===== src/hw/rtl/tfrp_pkg.sv =====
package tfrp_pkg;

	localparam int unsigned RECORDS_MAX_DEF = 32;
	localparam int unsigned NAME_MAX_DEF    = 16;
	localparam int unsigned VALUE_MAX_DEF   = 32;
	localparam int unsigned CNT_W           = 6;
	localparam int unsigned CK_LEN          = 8;

	localparam logic [7:0] CH_TAB   = 8'h09;
	localparam logic [7:0] CH_NL    = 8'h0A;
	localparam logic [7:0] CH_CR    = 8'h0D;
	localparam logic [7:0] CH_COLON = 8'h3A;

	typedef enum logic [2:0] {
		CLS_OTHER = 3'd0,
		CLS_TAB   = 3'd1,
		CLS_NL    = 3'd2,
		CLS_CR    = 3'd3,
		CLS_COLON = 3'd4
	} byte_class_t;

	typedef enum logic [3:0] {
		KIND_IGNORED    = 4'd0,
		KIND_NAME_CHAR  = 4'd1,
		KIND_VALUE_CHAR = 4'd2,
		KIND_NAME_END   = 4'd3,
		KIND_REC_END    = 4'd4,
		KIND_FRAME_GOOD = 4'd5,
		KIND_CKSUM_BAD  = 4'd6,
		KIND_NAME_OVF   = 4'd7,
		KIND_VALUE_OVF  = 4'd8,
		KIND_REC_OVF    = 4'd9,
		KIND_HEX_START  = 4'd10,
		KIND_HEX_END    = 4'd11,
		KIND_CKSUM_FLD  = 4'd12
	} kind_t;

	typedef enum logic [4:0] {
		ST_IDLE  = 5'b00001,
		ST_NAME  = 5'b00010,
		ST_VALUE = 5'b00100,
		ST_HEX   = 5'b01000,
		ST_CKSUM = 5'b10000
	} parse_state_t;

	// Classified byte as it sits in the queue. ck_hit[i] is set when the
	// byte equals character i of "Checksum".
	typedef struct packed {
		logic [7:0]  data;
		byte_class_t cls;
		logic [7:0]  ck_hit;
	} item_t;

	function automatic logic [7:0] ck_char(input logic [2:0] idx);
		logic [7:0] c;
		case (idx)
			3'd0: c = 8'h43;
			3'd1: c = 8'h68;
			3'd2: c = 8'h65;
			3'd3: c = 8'h63;
			3'd4: c = 8'h6B;
			3'd5: c = 8'h73;
			3'd6: c = 8'h75;
			3'd7: c = 8'h6D;
			default: c = 8'h00;
		endcase
		return c;
	endfunction

endpackage


===== src/hw/rtl/text_frame_record_parser.sv =====
// Text frame record parser: classifies received serial bytes of a text frame.
// Input channel: rx_valid / rx_stall with rx_byte and chunk_last (chunk_last
// does not affect parsing). One byte in gives exactly one classification out.
// Output channel: res_valid / res_stall with kind, char_out, record_index and
// char_pos, all held in an output register.
// The front end classifies each byte and writes it into a two-entry queue; the
// back end pops the queue and runs the parser state machine, one byte per cycle
// while the output is not stalled. A byte passes through its queue entry and
// then the output register before the receiver can take it.
// Throughput: one byte per cycle unless res_stall holds the output.
// With res_valid and res_stall high the output register holds, the back end
// stops and the queue fills; rx_stall rises once both queue entries are full.
// Reset (arst_n low) empties the queue and output register and puts the parser
// in idle with a zero checksum, zero record count and the name match flag set.
module text_frame_record_parser #(
	parameter int unsigned RECORDS_MAX = tfrp_pkg::RECORDS_MAX_DEF,
	parameter int unsigned NAME_MAX    = tfrp_pkg::NAME_MAX_DEF,
	parameter int unsigned VALUE_MAX   = tfrp_pkg::VALUE_MAX_DEF
) (
	input  logic                       clk,
	input  logic                       arst_n,
	input  logic                       rx_valid,
	output logic                       rx_stall,
	input  logic [7:0]                 rx_byte,
	input  logic                       chunk_last,
	output logic                       res_valid,
	input  logic                       res_stall,
	output logic [3:0]                 kind,
	output logic [7:0]                 char_out,
	output logic [tfrp_pkg::CNT_W-1:0] record_index,
	output logic [tfrp_pkg::CNT_W-1:0] char_pos
);

	logic            q_valid;
	logic            q_pop;
	tfrp_pkg::item_t q_item;

	tfrp_front u_front (
		.clk      (clk),
		.arst_n   (arst_n),
		.rx_valid (rx_valid),
		.rx_stall (rx_stall),
		.rx_byte  (rx_byte),
		.q_valid  (q_valid),
		.q_item   (q_item),
		.q_pop    (q_pop)
	);

	tfrp_back #(
		.RECORDS_MAX (RECORDS_MAX),
		.NAME_MAX    (NAME_MAX),
		.VALUE_MAX   (VALUE_MAX)
	) u_back (
		.clk          (clk),
		.arst_n       (arst_n),
		.q_valid      (q_valid),
		.q_item       (q_item),
		.q_pop        (q_pop),
		.res_valid    (res_valid),
		.res_stall    (res_stall),
		.kind         (kind),
		.char_out     (char_out),
		.record_index (record_index),
		.char_pos     (char_pos)
	);

endmodule


===== src/hw/rtl/tfrp_front.sv =====
module tfrp_front (
	input  logic            clk,
	input  logic            arst_n,
	input  logic            rx_valid,
	output logic            rx_stall,
	input  logic [7:0]      rx_byte,
	output logic            q_valid,
	output tfrp_pkg::item_t q_item,
	input  logic            q_pop
);

	tfrp_pkg::item_t cls_item;
	tfrp_pkg::item_t mem_q [2];
	logic            wr_ptr_q;
	logic            rd_ptr_q;
	logic [1:0]      count_q;
	logic            push;

	always_comb begin
		cls_item.data = rx_byte;
		case (rx_byte)
			tfrp_pkg::CH_TAB:   cls_item.cls = tfrp_pkg::CLS_TAB;
			tfrp_pkg::CH_NL:    cls_item.cls = tfrp_pkg::CLS_NL;
			tfrp_pkg::CH_CR:    cls_item.cls = tfrp_pkg::CLS_CR;
			tfrp_pkg::CH_COLON: cls_item.cls = tfrp_pkg::CLS_COLON;
			default:            cls_item.cls = tfrp_pkg::CLS_OTHER;
		endcase
		for (int i = 0; i < 8; i++) begin
			cls_item.ck_hit[i] = (rx_byte == tfrp_pkg::ck_char(3'(i)));
		end
	end

	assign rx_stall = (count_q == 2'd2);
	assign push     = rx_valid && !rx_stall;
	assign q_valid  = (count_q != 2'd0);
	assign q_item   = mem_q[rd_ptr_q];

	always_ff @(posedge clk) begin
		if (push) begin
			mem_q[wr_ptr_q] <= cls_item;
		end
	end

	always_ff @(posedge clk or negedge arst_n) begin
		if (!arst_n) begin
			wr_ptr_q <= 1'b0;
			rd_ptr_q <= 1'b0;
			count_q  <= 2'd0;
		end else begin
			if (push) begin
				wr_ptr_q <= !wr_ptr_q;
			end
			if (q_pop) begin
				rd_ptr_q <= !rd_ptr_q;
			end
			case ({push, q_pop})
				2'b10:   count_q <= count_q + 2'd1;
				2'b01:   count_q <= count_q - 2'd1;
				default: count_q <= count_q;
			endcase
		end
	end

endmodule


===== src/hw/rtl/tfrp_back.sv =====
module tfrp_back #(
	parameter int unsigned RECORDS_MAX = tfrp_pkg::RECORDS_MAX_DEF,
	parameter int unsigned NAME_MAX    = tfrp_pkg::NAME_MAX_DEF,
	parameter int unsigned VALUE_MAX   = tfrp_pkg::VALUE_MAX_DEF
) (
	input  logic                       clk,
	input  logic                       arst_n,
	input  logic                       q_valid,
	input  tfrp_pkg::item_t            q_item,
	output logic                       q_pop,
	output logic                       res_valid,
	input  logic                       res_stall,
	output logic [3:0]                 kind,
	output logic [7:0]                 char_out,
	output logic [tfrp_pkg::CNT_W-1:0] record_index,
	output logic [tfrp_pkg::CNT_W-1:0] char_pos
);

	localparam int unsigned W = tfrp_pkg::CNT_W;
	localparam logic [W-1:0] REC_LIM   = W'(RECORDS_MAX);
	localparam logic [W-1:0] NAME_LIM  = W'(NAME_MAX);
	localparam logic [W-1:0] VALUE_LIM = W'(VALUE_MAX);
	localparam logic [W-1:0] CK_POS    = W'(tfrp_pkg::CK_LEN);

	tfrp_pkg::parse_state_t st_q, st_d;
	tfrp_pkg::parse_state_t res_st_q, res_st_d;
	logic [7:0]             sum_q, sum_d;
	logic [W-1:0]           cnt_q, cnt_d;
	logic [W-1:0]           fpos_q, fpos_d;
	logic                   match_q, match_d;
	tfrp_pkg::kind_t        kind_d;
	logic [W-1:0]           pos_d;
	logic [W-1:0]           fpos_inc;
	logic [W-1:0]           cnt_inc;
	logic [7:0]             b;
	logic                   take;

	logic                   out_valid_q;
	tfrp_pkg::kind_t        kind_q;
	logic [7:0]             char_q;
	logic [W-1:0]           rec_q;
	logic [W-1:0]           pos_q;

	assign take     = q_valid && (!out_valid_q || !res_stall);
	assign q_pop    = take;
	assign b        = q_item.data;
	assign fpos_inc = fpos_q + W'(1);
	assign cnt_inc  = cnt_q + W'(1);

	always_comb begin
		st_d     = st_q;
		res_st_d = res_st_q;
		sum_d    = sum_q;
		cnt_d    = cnt_q;
		fpos_d   = fpos_q;
		match_d  = match_q;
		kind_d   = tfrp_pkg::KIND_IGNORED;
		pos_d    = '0;
		case (st_q)
			tfrp_pkg::ST_NAME: begin
				case (q_item.cls)
					tfrp_pkg::CLS_TAB: begin
						sum_d = sum_q + 8'd9;
						if (match_q && fpos_q == CK_POS) begin
							st_d   = tfrp_pkg::ST_CKSUM;
							kind_d = tfrp_pkg::KIND_CKSUM_FLD;
						end else begin
							fpos_d = '0;
							st_d   = tfrp_pkg::ST_VALUE;
							kind_d = tfrp_pkg::KIND_NAME_END;
						end
					end
					tfrp_pkg::CLS_COLON: begin
						res_st_d = tfrp_pkg::ST_NAME;
						st_d     = tfrp_pkg::ST_HEX;
						kind_d   = tfrp_pkg::KIND_HEX_START;
					end
					default: begin
						sum_d = sum_q + b;
						pos_d = fpos_q;
						if (fpos_q >= CK_POS || !q_item.ck_hit[fpos_q[2:0]]) begin
							match_d = 1'b0;
						end
						fpos_d = fpos_inc;
						if (fpos_inc >= NAME_LIM) begin
							st_d   = tfrp_pkg::ST_IDLE;
							kind_d = tfrp_pkg::KIND_NAME_OVF;
						end else begin
							kind_d = tfrp_pkg::KIND_NAME_CHAR;
						end
					end
				endcase
			end
			tfrp_pkg::ST_VALUE: begin
				case (q_item.cls)
					tfrp_pkg::CLS_NL: begin
						sum_d = sum_q + 8'd10;
						cnt_d = cnt_inc;
						if (cnt_inc >= REC_LIM) begin
							st_d   = tfrp_pkg::ST_IDLE;
							kind_d = tfrp_pkg::KIND_REC_OVF;
						end else begin
							fpos_d  = '0;
							match_d = 1'b1;
							st_d    = tfrp_pkg::ST_NAME;
							kind_d  = tfrp_pkg::KIND_REC_END;
						end
					end
					tfrp_pkg::CLS_CR: begin
						sum_d = sum_q + 8'd13;
					end
					tfrp_pkg::CLS_COLON: begin
						res_st_d = tfrp_pkg::ST_VALUE;
						st_d     = tfrp_pkg::ST_HEX;
						kind_d   = tfrp_pkg::KIND_HEX_START;
					end
					default: begin
						sum_d  = sum_q + b;
						pos_d  = fpos_q;
						fpos_d = fpos_inc;
						if (fpos_inc >= VALUE_LIM) begin
							st_d   = tfrp_pkg::ST_IDLE;
							kind_d = tfrp_pkg::KIND_VALUE_OVF;
						end else begin
							kind_d = tfrp_pkg::KIND_VALUE_CHAR;
						end
					end
				endcase
			end
			tfrp_pkg::ST_HEX: begin
				if (q_item.cls == tfrp_pkg::CLS_NL) begin
					st_d   = res_st_q;
					kind_d = tfrp_pkg::KIND_HEX_END;
				end
			end
			tfrp_pkg::ST_CKSUM: begin
				kind_d = (8'(sum_q + b) == 8'd0) ? tfrp_pkg::KIND_FRAME_GOOD
				                                  : tfrp_pkg::KIND_CKSUM_BAD;
				st_d   = tfrp_pkg::ST_IDLE;
			end
			default: begin
				case (q_item.cls)
					tfrp_pkg::CLS_COLON: begin
						res_st_d = tfrp_pkg::ST_IDLE;
						st_d     = tfrp_pkg::ST_HEX;
						kind_d   = tfrp_pkg::KIND_HEX_START;
					end
					tfrp_pkg::CLS_NL: begin
						sum_d   = sum_q + 8'd10;
						cnt_d   = '0;
						fpos_d  = '0;
						match_d = 1'b1;
						st_d    = tfrp_pkg::ST_NAME;
						kind_d  = tfrp_pkg::KIND_REC_END;
					end
					tfrp_pkg::CLS_CR: begin
						sum_d = 8'd13;
					end
					default: begin
						sum_d = sum_q;
					end
				endcase
			end
		endcase
	end

	always_ff @(posedge clk or negedge arst_n) begin
		if (!arst_n) begin
			st_q        <= tfrp_pkg::ST_IDLE;
			res_st_q    <= tfrp_pkg::ST_IDLE;
			sum_q       <= '0;
			cnt_q       <= '0;
			fpos_q      <= '0;
			match_q     <= 1'b1;
			out_valid_q <= 1'b0;
		end else begin
			if (take) begin
				st_q        <= st_d;
				res_st_q    <= res_st_d;
				sum_q       <= sum_d;
				cnt_q       <= cnt_d;
				fpos_q      <= fpos_d;
				match_q     <= match_d;
				out_valid_q <= 1'b1;
			end else if (!res_stall) begin
				out_valid_q <= 1'b0;
			end
		end
	end

	always_ff @(posedge clk) begin
		if (take) begin
			kind_q <= kind_d;
			char_q <= b;
			rec_q  <= cnt_d;
			pos_q  <= pos_d;
		end
	end

	assign res_valid    = out_valid_q;
	assign kind         = kind_q;
	assign char_out     = char_q;
	assign record_index = rec_q;
	assign char_pos     = pos_q;

endmodule


===== config.mk =====
export PLATFORM = sky130hd
export DESIGN_NAME = text_frame_record_parser
export DESIGN_NICKNAME = d
export VERILOG_FILES = /design/src/hw/rtl/tfrp_pkg.sv /design/src/hw/rtl/text_frame_record_parser.sv /design/src/hw/rtl/tfrp_front.sv /design/src/hw/rtl/tfrp_back.sv
export SDC_FILE = /design/constraint.sdc
export NUM_CORES = 1
export LEC_CHECK = 0
export ABC_AREA = 1
export BUFFER_PORTS_ARGS = -buffer_cell sky130_fd_sc_hd__buf_2
export CAP_MARGIN = 10
export CORE_MARGIN = 2
export CORE_UTILIZATION = 35
export DETAILED_ROUTE_END_ITERATION = 6
export GPL_ROUTABILITY_DRIVEN = 0
export PLACE_DENSITY_LB_ADDON = 0.25
export SETUP_SLACK_MARGIN = 0.05
export SLEW_MARGIN = 20
export SYNTH_ARGS = -nofsm -noshare
export SYNTH_HDL_FRONTEND = slang
export SYNTH_HIERARCHICAL = 1
export SYNTH_SLANG_ARGS = --single-unit

===== constraint.sdc =====
create_clock -name clk -period 4.45 [get_ports clk]
set_clock_uncertainty 0.1 [all_clocks]
set_input_delay 0.6675 -clock clk [delete_from_list [all_inputs] [get_ports clk]]
set_output_delay 0.6675 -clock clk [all_outputs]
set_load 0.02 [all_outputs]

==> metrics.yaml <==
status: "complete, no violations"
die_x_um: 133
nFillCells: 1683
first_iter_violations: 316
worst_pin_slew_ns: 0.856
syn_nets: 714
antenna_found_initial: 0
syn_area_per_cell_sq_um: 8.52
coreArea_sq_um: 16500
max_freq_mhz: 325
finalCritPeriodShare_pct: 69.1
drive_gt1_share_pct: 19.5
synthArstFlopShare_pct: 35.4
cp-startpoint: "u_front/rd_ptr_q$_DFFE_PN0P_"
crit_family: "simple AND/OR/NAND/NOR gates"
final_common_cell: "nand2_1"
cts_buffers: 9
crit_chain: "buf_4 -> mux2_2 -> inv_2 -> nor2_4 -> nand2_2 -> clkinv_1 -> nor2_2 -> nor3_2 -> nand2_2 -> nand2_1 -> o21ai_2"
grt_usage_pct: 16.4
mostFrequentLayoutCells: "200 x nand2_1, 74 x inv_1, 62 x edfxtp_1"
power_uw: 4730
die_h_um: 133
grt_max_degree: 36
end_kind: "flop"
critical-path-max-stage-delay_ns: 0.64
ctsResizeCount: 0
synth-edff-count: 62
drtAntennaViolNets: 0
ir_worst_vdd_mv: 0.363
first_pass_iters: 5
grt_pass1_wl_um: 22700
finalHoldViolCount: 0
synth_top_flop_cell: "edfxtp_1"
cts_tree: "yes"
fin_worst_hold_slack_ns: 0.321
startpoint_type: "flop"
syn_area_sq_um: 5840
antenna_cells: 0
via_count: 4619
final_max_slew_viol_count: 0
cp_common_cell: "nand2_2"
viasPerCell: 4.85
num-nets-final: 756
path_clk_slew_ns: 0.07
cts.sinks: 96
critical-path-slowest-cell: "dfrtp_1"
grt.overflow.total: 0
cts_hold_buf: 0
critPathKind: "reg -> reg"
post-route-util_pct: 39.7
rsz0062_at_grt: "false"
post-route-min-period_ns: 3.08
hold_class: "in -> async"
die-area_sq_um: 17700
grt_pass1_vias: 4335
syn_to_final_growth_pct: 11.9
synth_seq_cells: 96
worst_ep_required_time_ns: 4.64
crit_fanout: 12
drc: 0
placed_cell_area_sq_um: 6250
clk_latency_ns: 0.36
cts_setup_buffers: 0
ios: 39
r2r-start: "u_front/rd_ptr_q$_DFFE_PN0P_"
crit_buf_inv: 3
synth_warnings: 6
synth.distinct_cells: 43
slew_headroom_pct: 42.9
initial_utilization_pct: 35.5
htree_levels: 3
ys_seq_area_share_pct: 46.5
cellLeakagePower_uw: 0.00290
cts_buffer_depth: 2
drt_wl_total_um: 14000
p_per_area_nw_per_um2: 724
cts-root-buf: "clkbuf_16"
tns_ns: 0
setup_viol: 0
critPathArrivalTime_ns: 3.26
wl_per_cell_um: 14.7
synth_cells: 685
drv_cap: 0
port_buffers: 37
fin_area_sq_um: 6540
rows: 47
hpwlAfterDp_um: 9990
## worst paths after layout
path,end,slack [ns],depth (start not counted)
worst max-delay path,u_back/fpos_q[1]$_DFFE_PN0P_,1.37,11
worst min-delay path,u_back/fpos_q[3]$_DFFE_PN0P_,0.32,1
worst max register to register,u_back/fpos_q[1]$_DFFE_PN0P_,1.37,11
worst min register to register,u_back/st_q[0]$_DFFE_PN1P_,0.38,2
max in group asynchronous,u_back/st_q[4]$_DFFE_PN0P_,3.40,1
min in group clk,u_back/st_q[0]$_DFFE_PN1P_,0.38,2
## report_power, final
part / switching (uW) / leakage, uW / internal (uW)
logic: 1630 / 0.00173 / 790
registers: 222 / 0.00103 / 1320
clock network: 370 / 0.000138 / 393
## per-layer routing
metal | routed length, um | GRT usage [%] | up-vias | part of all wire [%]
li1 | - | - | 2350 | -
met1 | 7030 | 23.1 | 2157 | 50
met2 | 6270 | 25.3 | 98 | 45
met3 | 506 | 3.92 | 14 | 3.6
met4 | 191 | 4.91 | 0 | 1.4
met5 | 0 | 0 | - | 0
## logic make-up after synthesis
| logic type | after synthesis | synth area share (%) |
|---|---|---|
| fa+ha+maj | 16 | 3.56 |
| xor+xnor | 13 | 1.95 |
| simple gates | 382 | 30.8 |
| mux | 19 | 3.66 |
| flops | 96 | 46.5 |
| buf+inv | 94 | 6.77 |
| compound gates | 65 | 6.73 |
## state kept, by name (all words and copies together), names as in the netlist, 2 cells and up
register / flops
u_back/st_q: 5
u_front/mem_q: 38
u_back/char_out: 8
u_back/fpos_q: 6
u_back/res_st_q: 3
u_back/record_index: 6
u_back/kind: 4
u_back/cnt_q: 6
u_front/count_q: 2
u_back/sum_q: 8
u_back/char_pos: 6
## per-stage QoR
| step | setup WS (ns) | std cells |
|---|---|---|
| finish | 1.37 | 952 |
| global route | 1.17 | 952 |
| CTS | 1.38 | 952 |
| detailed placement | 1.41 | 936 |
| global placement | 1.39 | 936 |
| floorplan | 1.68 | 685 |
## synthesized netlist by cell type (2+ instances only)
library cell / instances / area [sq um]
nor4_1: 3 / 18.8
nand3_1: 61 / 305
inv_1: 74 / 278
nand2_1: 200 / 751
nor2_1: 54 / 203
buf_2: 4 / 20.0
o21ai_0: 24 / 120
inv_2: 8 / 30.0
buf_4: 2 / 15.0
o211ai_1: 3 / 22.5
o22ai_1: 3 / 18.8
mux2_2: 19 / 214
dfrtp_1: 31 / 776
nand2_2: 12 / 75.1
ha_1: 15 / 188
nor3_2: 3 / 30.0
nand3_4: 3 / 52.6
xnor2_1: 3 / 26.3
nor3_1: 4 / 20.0
o21a_1: 2 / 15.0
o21ai_2: 10 / 87.6
a21oi_1: 14 / 70.1
edfxtp_1: 62 / 1860
nor2_2: 10 / 62.6
clkinv_1: 2 / 7.51
nand3_2: 5 / 50.1
buf_6: 4 / 45.0
o21ai_1: 4 / 20.0
xor2_1: 10 / 87.6
nor2_4: 10 / 113
dfstp_2: 3 / 78.8
nand4_1: 12 / 75.1
## layout make-up
type,count,area [sq um],share of cell area (%)
clock buffer,10,229,3.50
clock inverter,6,56.3,0.862
inverter,84,315,4.82
multi-input combinational,495,2730,41.7
sequential,96,2720,41.6
tap,220,275,4.21
timing repair buffer,41,215,3.29
## worst register-to-register path, stage by stage, from the launching register on
cell and delay, ns:
dfrtp_1 0.64, buf_4 0.29, mux2_2 0.37, inv_2 0.10, nor2_4 0.07, nand2_2 0.23
clkinv_1 0.37, nor2_2 0.29, nor3_2 0.08, nand2_2 0.27, nand2_1 0.13, o21ai_2 0.07
Note: power is estimated with default switching activity, not from simulation.
